[src/rtl/ses_pkg.sv]
// ----------------------------------------------------------------------------
// ses_pkg: shared types and constants of the strip energy sharing block
// Field widths, register codes and the divider request/response bundles.
// ----------------------------------------------------------------------------
`default_nettype none

package ses_pkg;

	localparam int POS_W    = 24;  // world coordinate width
	localparam int ENERGY_W = 24;  // energy width
	localparam int LOC_W    = 25;  // coordinate after offset removal
	localparam int STRIP_W  = 26;  // full precision strip number
	localparam int SW_W     = 16;  // strip width register
	localparam int NS_W     = 9;   // strip count register
	localparam int BASE_W   = 9;   // num_strips/2 + 1
	localparam int LEN_W    = 16;  // path length inside one strip
	localparam int TOT_W    = 26;  // total path length

	// shared divider sizing
	localparam int DIV_W     = 40;  // dividend / quotient width
	localparam int DSR_W     = 26;  // divisor / remainder width
	localparam int NARROW_W  = 25;  // dividend width of a strip number division
	localparam int DCNT_W    = 6;

	localparam int ADDR_W = 4;
	localparam int DATA_W = 32;

	// register index codes (byte address / 4)
	localparam logic [1:0] REG_OFFSET  = 2'd0;
	localparam logic [1:0] REG_WIDTH   = 2'd1;
	localparam logic [1:0] REG_NSTRIPS = 2'd2;

	localparam logic [POS_W-1:0] OFFSET_RST  = 24'd0;
	localparam logic [SW_W-1:0]  WIDTH_RST   = 16'd256;
	localparam logic [NS_W-1:0]  NSTRIPS_RST = 9'd40;

	typedef struct packed {
		logic             start;
		logic             narrow;    // dividend is NARROW_W bits wide
		logic [DIV_W-1:0] dividend;
		logic [DSR_W-1:0] divisor;
	} div_req_t;

	typedef struct packed {
		logic             done;
		logic [DIV_W-1:0] quotient;
		logic [DSR_W-1:0] remainder;
	} div_rsp_t;

endpackage

`default_nettype wire

[src/rtl/strip_energy_sharing.sv]
// ----------------------------------------------------------------------------
// strip_energy_sharing: energy sharing of one step over the strips of an axis
// Locates the entry and exit strips, then walks them and credits each strip
// with energy * path_in_strip / total_path on one shared iterative divider.
// ----------------------------------------------------------------------------
// Sequence: a step that stays in one strip shows its beat after two strip number
//   divisions (entry, then exit) plus the load, check and emit states.
// A crossing step adds, per strip walked, one energy division on the shared
//   divider, a multiply state and an output state.
// Throughput: one step at a time; the next step is taken once the last beat of
//   the current one sits in the output register. Zero energy steps are dropped.
// Reset: arst_n clears control state and loads the register defaults
//   (offset 0, strip width 256, 40 strips); no clearing pass is needed.
`default_nettype none

module strip_energy_sharing
	import ses_pkg::*;
#(
	parameter int MAX_SPAN = 64
) (
	input  wire                        clk,
	input  wire                        arst_n,
	// APB configuration port
	input  wire                        psel,
	input  wire                        penable,
	input  wire                        pwrite,
	input  wire        [ADDR_W-1:0]    paddr,
	input  wire        [DATA_W-1:0]    pwdata,
	output logic       [DATA_W-1:0]    prdata,
	output logic                       pready,
	// step input
	input  wire                        in_valid,
	output logic                       in_ready,
	input  wire signed [POS_W-1:0]     entry_pos,
	input  wire signed [POS_W-1:0]     exit_pos,
	input  wire        [ENERGY_W-1:0]  energy,
	// strip result output
	output logic                       out_valid,
	input  wire                        out_ready,
	output logic signed [POS_W-1:0]    strip_index,
	output logic       [ENERGY_W-1:0]  strip_energy,
	output logic                       span_overflow,
	output logic                       last
);

	localparam int SPAN_W = (MAX_SPAN > 2) ? $clog2(MAX_SPAN) : 1;

	typedef enum logic [7:0] {
		ST_IDLE  = 8'b00000001,
		ST_LOAD  = 8'b00000010,
		ST_DIV_A = 8'b00000100,
		ST_DIV_B = 8'b00001000,
		ST_CHECK = 8'b00010000,
		ST_MUL   = 8'b00100000,
		ST_DIV_E = 8'b01000000,
		ST_EMIT  = 8'b10000000
	} state_t;

	// ------------------------------------------------------------------------
	// Configuration registers
	// ------------------------------------------------------------------------
	logic [POS_W-1:0] offset_q;
	logic [SW_W-1:0]  width_q;
	logic [NS_W-1:0]  nstrips_q;
	logic             cfg_wr;

	assign pready = 1'b1;
	assign cfg_wr = psel & penable & pwrite;

	always_ff @(posedge clk or negedge arst_n) begin
		if (!arst_n) begin
			offset_q  <= OFFSET_RST;
			width_q   <= WIDTH_RST;
			nstrips_q <= NSTRIPS_RST;
		end else if (cfg_wr) begin
			unique case (paddr[3:2])
				REG_OFFSET:  offset_q  <= pwdata[POS_W-1:0];
				REG_WIDTH:   width_q   <= pwdata[SW_W-1:0];
				REG_NSTRIPS: nstrips_q <= pwdata[NS_W-1:0];
				default: ; // unmapped address: drop the write
			endcase
		end
	end

	always_comb begin
		unique case (paddr[3:2])
			REG_OFFSET:  prdata = {(DATA_W - POS_W)'(0), offset_q};
			REG_WIDTH:   prdata = {(DATA_W - SW_W)'(0), width_q};
			REG_NSTRIPS: prdata = {(DATA_W - NS_W)'(0), nstrips_q};
			default:     prdata = '0;
		endcase
	end

	// A zero strip width acts as one; the index base is num_strips/2 + 1.
	logic [SW_W-1:0]   w_eff;
	logic [BASE_W-1:0] base;

	assign w_eff = (width_q == '0) ? SW_W'(1) : width_q;
	assign base  = BASE_W'(nstrips_q[NS_W-1:1]) + 1'b1;

	// ------------------------------------------------------------------------
	// Step state
	// ------------------------------------------------------------------------
	state_t                     state_q;
	logic signed [LOC_W-1:0]    a_q;      // entry, local coordinate
	logic signed [LOC_W-1:0]    b_q;      // exit, local coordinate
	logic [ENERGY_W-1:0]        e_q;
	logic signed [STRIP_W-1:0]  sa_q;     // entry strip
	logic signed [STRIP_W-1:0]  sb_q;     // exit strip
	logic [SW_W-1:0]            rfa_q;    // floor remainder of entry
	logic [SW_W-1:0]            rfb_q;    // floor remainder of exit
	logic signed [STRIP_W-1:0]  s_q;      // strip being credited
	logic [SPAN_W-1:0]          cnt_q;    // strips left after this one
	logic                       first_q;
	logic                       dir_q;    // walking toward higher strips
	logic [TOT_W-1:0]           total_q;

	// pending beat
	logic signed [POS_W-1:0]    res_idx_q;
	logic [ENERGY_W-1:0]        res_en_q;
	logic                       res_ovf_q;
	logic                       res_last_q;

	// output register
	logic                       out_valid_q;
	logic signed [POS_W-1:0]    strip_index_q;
	logic [ENERGY_W-1:0]        strip_energy_q;
	logic                       span_overflow_q;
	logic                       last_q;

	logic     in_acc;
	logic     out_load;
	div_req_t div_req;
	div_rsp_t div_rsp;

	assign in_ready = (state_q == ST_IDLE);
	assign in_acc   = in_valid & in_ready;
	assign out_load = (state_q == ST_EMIT) & (~out_valid_q | out_ready);

	// Clamp a full precision strip number to the 24-bit index field.
	function automatic logic signed [POS_W-1:0] sat_idx(input logic signed [STRIP_W-1:0] v);
		logic signed [STRIP_W-1:0] hi;
		logic signed [STRIP_W-1:0] lo;
		hi = STRIP_W'((1 << (POS_W - 1)) - 1);
		lo = -STRIP_W'(1 << (POS_W - 1));
		if (v > hi)
			return {1'b0, {(POS_W - 1){1'b1}}};
		else if (v < lo)
			return {1'b1, {(POS_W - 1){1'b0}}};
		else
			return v[POS_W-1:0];
	endfunction

	// ------------------------------------------------------------------------
	// Strip number from a truncated magnitude division: turn it into a floor
	// quotient and a floor remainder for a negative coordinate.
	// ------------------------------------------------------------------------
	logic                      fl_neg;
	logic [STRIP_W-1:0]        fl_qx;
	logic                      rem_zero;
	logic signed [STRIP_W-1:0] fl_q;
	logic [SW_W-1:0]           fl_rf;
	logic signed [STRIP_W-1:0] fl_strip;

	assign fl_neg   = (state_q == ST_DIV_A) ? a_q[LOC_W-1] : b_q[LOC_W-1];
	assign fl_qx    = {1'b0, div_rsp.quotient[LOC_W-1:0]};
	assign rem_zero = (div_rsp.remainder[SW_W-1:0] == '0);
	assign fl_q     = fl_neg ? (~fl_qx + STRIP_W'(rem_zero)) : fl_qx;
	assign fl_rf    = (fl_neg && !rem_zero) ? (w_eff - div_rsp.remainder[SW_W-1:0])
	                                        : div_rsp.remainder[SW_W-1:0];
	assign fl_strip = fl_q + STRIP_W'(base);

	// magnitudes of the local coordinates
	logic [LOC_W-1:0] a_mag;
	logic [LOC_W-1:0] b_mag;

	assign a_mag = a_q[LOC_W-1] ? (-a_q) : a_q;
	assign b_mag = b_q[LOC_W-1] ? (-b_q) : b_q;

	// span and total path
	logic signed [STRIP_W:0] sdiff;
	logic [STRIP_W:0]        sdiff_mag;
	logic signed [TOT_W-1:0] tdiff;
	logic [TOT_W-1:0]        tdiff_mag;
	logic                    span_over;

	assign sdiff     = {sb_q[STRIP_W-1], sb_q} - {sa_q[STRIP_W-1], sa_q};
	assign sdiff_mag = sdiff[STRIP_W] ? (-sdiff) : sdiff;
	assign span_over = (sdiff_mag >= (STRIP_W + 1)'(MAX_SPAN));
	assign tdiff     = {b_q[LOC_W-1], b_q} - {a_q[LOC_W-1], a_q};
	assign tdiff_mag = tdiff[TOT_W-1] ? (-tdiff) : tdiff;

	// path inside the current strip: partial at either end, full in between
	logic [LEN_W-1:0]  len;
	logic [DIV_W-1:0]  prod;

	always_comb begin
		if (first_q)
			len = dir_q ? ((rfa_q == '0) ? '0 : (w_eff - rfa_q)) : rfa_q;
		else if (cnt_q == '0)
			len = dir_q ? rfb_q : ((rfb_q == '0) ? '0 : (w_eff - rfb_q));
		else
			len = w_eff;
	end

	assign prod = e_q * len;

	// energy share saturates to the field width
	logic [ENERGY_W-1:0] share;

	assign share = (div_rsp.quotient[DIV_W-1:ENERGY_W] != '0) ? '1
	                                                          : div_rsp.quotient[ENERGY_W-1:0];

	// ------------------------------------------------------------------------
	// Divider requests: strip number of entry, of exit, then one per strip
	// ------------------------------------------------------------------------
	always_comb begin
		div_req.start    = 1'b0;
		div_req.narrow   = 1'b1;
		div_req.dividend = {(DIV_W - LOC_W)'(0), a_mag};
		div_req.divisor  = {(DSR_W - SW_W)'(0), w_eff};
		unique case (state_q)
			ST_LOAD: begin
				div_req.start = 1'b1;
			end
			ST_DIV_A: begin
				div_req.start    = div_rsp.done;
				div_req.dividend = {(DIV_W - LOC_W)'(0), b_mag};
			end
			ST_MUL: begin
				div_req.start    = 1'b1;
				div_req.narrow   = 1'b0;
				div_req.dividend = prod;
				div_req.divisor  = total_q;
			end
			default: ;
		endcase
	end

	ses_div u_div (
		.clk    (clk),
		.arst_n (arst_n),
		.req    (div_req),
		.rsp    (div_rsp)
	);

	// ------------------------------------------------------------------------
	// Sequencer
	// ------------------------------------------------------------------------
	always_ff @(posedge clk or negedge arst_n) begin
		if (!arst_n) begin
			state_q <= ST_IDLE;
		end else begin
			unique case (state_q)
				ST_IDLE: begin
					// a zero energy step gives nothing: drop it here
					if (in_acc && energy != '0)
						state_q <= ST_LOAD;
				end
				ST_LOAD: begin
					state_q <= ST_DIV_A;
				end
				ST_DIV_A: begin
					if (div_rsp.done)
						state_q <= ST_DIV_B;
				end
				ST_DIV_B: begin
					if (div_rsp.done)
						state_q <= ST_CHECK;
				end
				ST_CHECK: begin
					if (sa_q == sb_q || span_over)
						state_q <= ST_EMIT;
					else
						state_q <= ST_MUL;
				end
				ST_MUL: begin
					state_q <= ST_DIV_E;
				end
				ST_DIV_E: begin
					if (div_rsp.done)
						state_q <= ST_EMIT;
				end
				ST_EMIT: begin
					if (out_load)
						state_q <= res_last_q ? ST_IDLE : ST_MUL;
				end
				default: state_q <= ST_IDLE;
			endcase
		end
	end

	// step datapath, no reset needed
	always_ff @(posedge clk) begin
		if (in_acc) begin
			a_q <= {entry_pos[POS_W-1], entry_pos} - {offset_q[POS_W-1], offset_q};
			b_q <= {exit_pos[POS_W-1], exit_pos} - {offset_q[POS_W-1], offset_q};
			e_q <= energy;
		end

		if (state_q == ST_DIV_A && div_rsp.done) begin
			sa_q  <= fl_strip;
			rfa_q <= fl_rf;
		end

		if (state_q == ST_DIV_B && div_rsp.done) begin
			sb_q  <= fl_strip;
			rfb_q <= fl_rf;
		end

		if (state_q == ST_CHECK) begin
			s_q        <= sa_q;
			first_q    <= 1'b1;
			dir_q      <= (sb_q > sa_q);
			cnt_q      <= sdiff_mag[SPAN_W-1:0];
			total_q    <= tdiff_mag;
			res_idx_q  <= sat_idx(sa_q);
			res_last_q <= 1'b1;
			// one strip takes it all; a too long walk gives one flagged beat
			res_en_q   <= (sa_q == sb_q) ? e_q : '0;
			res_ovf_q  <= (sa_q != sb_q);
		end

		if (state_q == ST_DIV_E && div_rsp.done) begin
			res_idx_q  <= sat_idx(s_q);
			res_en_q   <= share;
			res_ovf_q  <= 1'b0;
			res_last_q <= (cnt_q == '0);
		end

		// advance to the next strip once this beat is handed over
		if (out_load && !res_last_q) begin
			s_q     <= dir_q ? (s_q + 1'b1) : (s_q - 1'b1);
			cnt_q   <= cnt_q - 1'b1;
			first_q <= 1'b0;
		end
	end

	// ------------------------------------------------------------------------
	// Output register: hold the beat until taken
	// ------------------------------------------------------------------------
	always_ff @(posedge clk or negedge arst_n) begin
		if (!arst_n) begin
			out_valid_q <= 1'b0;
		end else if (out_load) begin
			out_valid_q <= 1'b1;
		end else if (out_ready) begin
			out_valid_q <= 1'b0;
		end
	end

	always_ff @(posedge clk) begin
		if (out_load) begin
			strip_index_q   <= res_idx_q;
			strip_energy_q  <= res_en_q;
			span_overflow_q <= res_ovf_q;
			last_q          <= res_last_q;
		end
	end

	assign out_valid     = out_valid_q;
	assign strip_index   = strip_index_q;
	assign strip_energy  = strip_energy_q;
	assign span_overflow = span_overflow_q;
	assign last          = last_q;

	// ------------------------------------------------------------------------
	// Assertions
	// ------------------------------------------------------------------------
	a_zero_energy_drop: assert property (@(posedge clk) disable iff (!arst_n)
		(in_acc && energy == '0) |=> (state_q == ST_IDLE))
		else $error("zero energy step did not return to idle");

	a_div_done_owner: assert property (@(posedge clk) disable iff (!arst_n)
		div_rsp.done |-> (state_q == ST_DIV_A || state_q == ST_DIV_B || state_q == ST_DIV_E))
		else $error("divider finished outside a division state");

	a_emit_hold: assert property (@(posedge clk) disable iff (!arst_n)
		(state_q == ST_EMIT && out_valid_q && !out_ready) |=>
		(state_q == ST_EMIT && $stable(strip_index_q) && $stable(strip_energy_q)))
		else $error("pending beat overwrote a stalled output");

	a_last_at_exit: assert property (@(posedge clk) disable iff (!arst_n)
		(state_q == ST_EMIT && !res_ovf_q) |-> (res_last_q == (s_q == sb_q)))
		else $error("last flag does not match the exit strip");

	a_ovf_is_last: assert property (@(posedge clk) disable iff (!arst_n)
		(out_valid_q && span_overflow_q) |-> (last_q && strip_energy_q == '0))
		else $error("overflow beat is not a lone empty beat");

endmodule

`default_nettype wire

[src/rtl/ses_div.sv]
// ----------------------------------------------------------------------------
// ses_div: shared restoring divider
// Unsigned division, one quotient bit per cycle; done pulses when the
// quotient and remainder are ready and they hold until the next start.
// ----------------------------------------------------------------------------
`default_nettype none

module ses_div
	import ses_pkg::*;
(
	input  wire      clk,
	input  wire      arst_n,
	input  div_req_t req,
	output div_rsp_t rsp
);

	logic              busy_q;
	logic              done_q;
	logic [DCNT_W-1:0] cnt_q;
	logic [DIV_W-1:0]  dvd_q;
	logic [DSR_W-1:0]  rem_q;
	logic [DSR_W-1:0]  dsr_q;

	logic [DSR_W:0] shifted;
	logic [DSR_W:0] trial;
	logic           q_bit;

	assign shifted = {rem_q, dvd_q[DIV_W-1]};
	assign trial   = shifted - {1'b0, dsr_q};
	assign q_bit   = ~trial[DSR_W];

	always_ff @(posedge clk or negedge arst_n) begin
		if (!arst_n) begin
			busy_q <= 1'b0;
			done_q <= 1'b0;
			cnt_q  <= '0;
		end else begin
			done_q <= 1'b0;
			if (req.start) begin
				busy_q <= 1'b1;
				cnt_q  <= req.narrow ? DCNT_W'(NARROW_W - 1) : DCNT_W'(DIV_W - 1);
			end else if (busy_q) begin
				if (cnt_q == '0) begin
					busy_q <= 1'b0;
					done_q <= 1'b1;
				end else begin
					cnt_q <= cnt_q - 1'b1;
				end
			end
		end
	end

	// left-align a narrow dividend so its MSB enters first
	always_ff @(posedge clk) begin
		if (req.start) begin
			dvd_q <= req.narrow ? {req.dividend[NARROW_W-1:0], (DIV_W - NARROW_W)'(0)}
			                    : req.dividend;
			rem_q <= '0;
			dsr_q <= req.divisor;
		end else if (busy_q) begin
			dvd_q <= {dvd_q[DIV_W-2:0], q_bit};
			rem_q <= q_bit ? trial[DSR_W-1:0] : shifted[DSR_W-1:0];
		end
	end

	assign rsp.done      = done_q;
	assign rsp.quotient  = dvd_q;
	assign rsp.remainder = rem_q;

endmodule

`default_nettype wire

[config.mk]
export PLATFORM = sky130hd
export DESIGN_NAME = strip_energy_sharing
export DESIGN_NICKNAME = d
export VERILOG_FILES = /design/src/rtl/ses_pkg.sv /design/src/rtl/strip_energy_sharing.sv /design/src/rtl/ses_div.sv
export SDC_FILE = /design/constraint.sdc
export NUM_CORES = 2
export LEC_CHECK = 0
export BUFFER_PORTS_ARGS = -buffer_cell sky130_fd_sc_hd__clkbuf_2
export CAP_MARGIN = 40
export CORE_AREA = 2 2 201 401
export CTS_BUF_LIST = sky130_fd_sc_hd__clkbuf_4
export CTS_CLUSTER_SIZE = 25
export DETAILED_ROUTE_END_ITERATION = 16
export DIE_AREA = 0 0 203 403
export PLACE_DENSITY = 0.8
export SETUP_SLACK_MARGIN = 0.1
export SYNTH_ARGS = -nofsm -noshare
export SYNTH_HDL_FRONTEND = slang
export SYNTH_SLANG_ARGS = --single-unit
export TNS_END_PERCENT = 20
[constraint.sdc]
create_clock -name clk -period 18.65 [get_ports clk]
set_input_delay 0.9325 -clock clk [delete_from_list [all_inputs] [get_ports clk]]
set_output_delay 0.9325 -clock clk [all_outputs]
set_load 0.01 [all_outputs]
==> reports/qor.yml <==
outcome:
  outcome: "complete, no violations"
critical_path:
  slowest_delay_ps: 600
  crit_path_frequent_cell: "fa_1"
  critical_path.endpoint: "u_div.dvd_q[39]"
  path_class: "reg2reg"
  cp_max_fo: 17
  crit_arrival_ps: 13600
  rrSetupSlack_ps: 5770
  reg2reg_depth: 40
  r2r_start: "width_q[11]"
  end_kind: "flip-flop"
  crit_slowest_cell: "dfrtp_1"
  crit_start: "width_q[11]"
  worst_r2r_endpoint: "u_div.dvd_q[39]"
  cp.required_ps: 19370
  cp-start-kind: "flip-flop"
sta:
  drv_slew: 0
  whs_ps: 171
  hold_viol_final: 0
  max_freq_ghz: 0.0777
  period_minus_slack_ps: 12880
  setup_viol: 0
  finalCritPeriodShare_pct: 69.0
  fin_skew_ps: 67.0
  tns_ps: 0
  max-slew-margin-rel_pct: 33.2
  rsz0062_at_grt: "no"
  worst_pin_slew_ps: 1000
clocking:
  htree_num_levels: 3
  cts_tree: "built"
  hold_buffers: 1
  cts_buffers: 114
  cts_resized: 0
  cts-root-buf: "clkbuf_4"
  clockBufferDepth: 3
  path_clk_slew_ps: 80
  post_cts_buffers: 0
  cts.sinks: 476
  clk_latency_ps: 980
finish:
  design_area_mm2: 0.0481
  final_nets: 5755
  fillers: 6501
  areaGrowthSynthToFinish_pct: 8.17
  utilization_pct: 61.1
  drive_gt1_share_pct: 10.3
global_routing:
  antenna_found_initial: 3
  grt-ovfl-total: 0
  first_global_vias: 38100
  grtUsageTotal_pct: 32.6
  grt_max_degree: 77
  grt_pass1_wl_mm: 207
floorplan:
  core_area_mm2: 0.0787
  die_width_um: 203
  ios: 200
  num_rows: 146
  die_y_um: 403
  start_util_pct: 56.5
  fp.dieArea_mm2: 0.0818
logic_synthesis:
  async_flop_share_pct: 13.9
  ys_ff_latch: 476
  synth_area_leaders: "edfxtp_1 26%, fa_1 14%, ha_1 8.3%, inv_1 5.0%, nand2_1 4.7%"
  synth_top_area_share_pct: 25.8
  synth.avg_cell_area_um2: 9.07
  ys_seq_area_share_pct: 30.8
  synth_largest_area_cell: "edfxtp_1"
  syn-instance-count: 4901
  syn_area_mm2: 0.0445
  ys_warn_count: 0
  synth-edff-count: 382
  synthFlopType: "edfxtp_1"
  ys_types: 93
routing:
  vias_per_cell: 6.16
  dr.pass1.iters: 6
  drc: 0
  ant_nets: 0
  drt_wl_total_mm: 133
  drt_iter0_drc: 3703
  wl_per_cell_um: 21.5
  via_count: 38000
place:
  gp_congestion: 0.975
  numPortBuffers: 180
  placed_area_mm2: 0.0466
  hpwl_mm: 100
min_path:
  hold_depth: 1
  hp-class: "in2reg"
run:
  drv_cap: 0
-- critical path, delay by kind of cell (launching register included) --
family	cells	cell delay [ps]
adders and majority gates	8	3940
xor gates and xnor gates	1	160
and+or+nand+nor	11	3490
buffers and inverters	4	450
AOI/OAI and AO/OA	15	3770
DFF	1	600
muxes	1	240
-- Yosys cell counts (63+ instances only) --
cell type	count
and2_1	113
nand3_1	63
fa_1	313
a21oi_1	260
nor3_1	89
nand2b_1	70
and3_1	64
edfxtp_1	382
a21o_1	67
inv_1	594
xor2_1	112
o21ai_0	321
xnor2_1	209
ha_1	295
nand2_1	557
clkbuf_1	204
nor2_1	310
-- cell usage in the layout, fill, tap and decap left out, types with 112 or more instances in the layout --
cell | synthesis | routed
xor2_1 | 112 | 112
nand2_1 | 557 | 556
xnor2_1 | 209 | 208
a21oi_1 | 260 | 249
edfxtp_1 | 382 | 382
clkbuf_4 | 0 | 157
fa_1 | 313 | 313
ha_1 | 295 | 295
inv_1 | 594 | 594
nor2_1 | 310 | 308
o21ai_0 | 321 | 319
clkbuf_2 | 0 | 180
-- sequential cells by signal, indices dropped and copies added (netlist names), 6 cells and up --
signal	cells
rfa_q	16
res_idx_q	24
u_div.rem_q	26
u_div.cnt_q	6
res_en_q	24
rfb_q	16
u_div.dsr_q	26
u_div.dvd_q	40
b_q	25
width_q	16
sb_q	26
sa_q	26
strip_index	24
e_q	24
state_q	8
a_q	25
s_q	26
offset_q	24
total_q	26
nstrips_q	9
strip_energy	24
cnt_q	6
-- worst min path at each step --
stage,end,from
6_report,e_q[19],energy[19]
5_1_grt,e_q[13],energy[13]
3_5_place_dp,strip_energy[15],res_en_q[15]
2_1_floorplan,strip_energy[0],res_en_q[0]
4_1_cts,e_q[19],energy[19]
3_3_place_gp,strip_index[14],res_idx_q[14]
-- logic make-up after synthesis --
family          share of synthesized area (%)
compound gates                           15.4
other cells                            0.0169
xor+xnor                                 6.32
buf+inv                                  7.13
simple gates                             16.2
fa+ha+maj                                22.6
flops                                    30.8
mux                                      1.59
-- final cells by class --
| class | instances | area (um2) | share of cell area, % |
|---|---|---|---|
| Sequential cell | 476 | 13700 | 28.5 |
| Antenna cell | 2 | 5.00 | 0.0104 |
| Multi-Input combinational cell | 3599 | 27800 | 57.9 |
| Inverter | 600 | 2250 | 4.68 |
| Clock buffer | 157 | 1180 | 2.45 |
| Timing Repair Buffer | 241 | 1510 | 3.13 |
| Clock inverter | 53 | 345 | 0.718 |
| Tap cell | 1036 | 1300 | 2.69 |
-- through the flow --
stage	cells	setup slack, ps
floorplan	4908	8260
global placement	5938	6250
detailed placement	5950	6160
CTS	6161	6120
global route	6163	5270
finish	6164	5770
-- per-layer routing --
layer / global-route usage (%) / wire length [um] / vias up
li1: - / - / 17100
met1: 39.2 / 48000 / 18200
met2: 53.4 / 62600 / 2142
met3: 6.01 / 12600 / 475
met4: 21.4 / 9480 / 2
met5: 0 / 12 / -
Power is left out: the tool's default activity adds up to more than one toggle a clock period on the data nets, which glitch-free logic cannot reach.
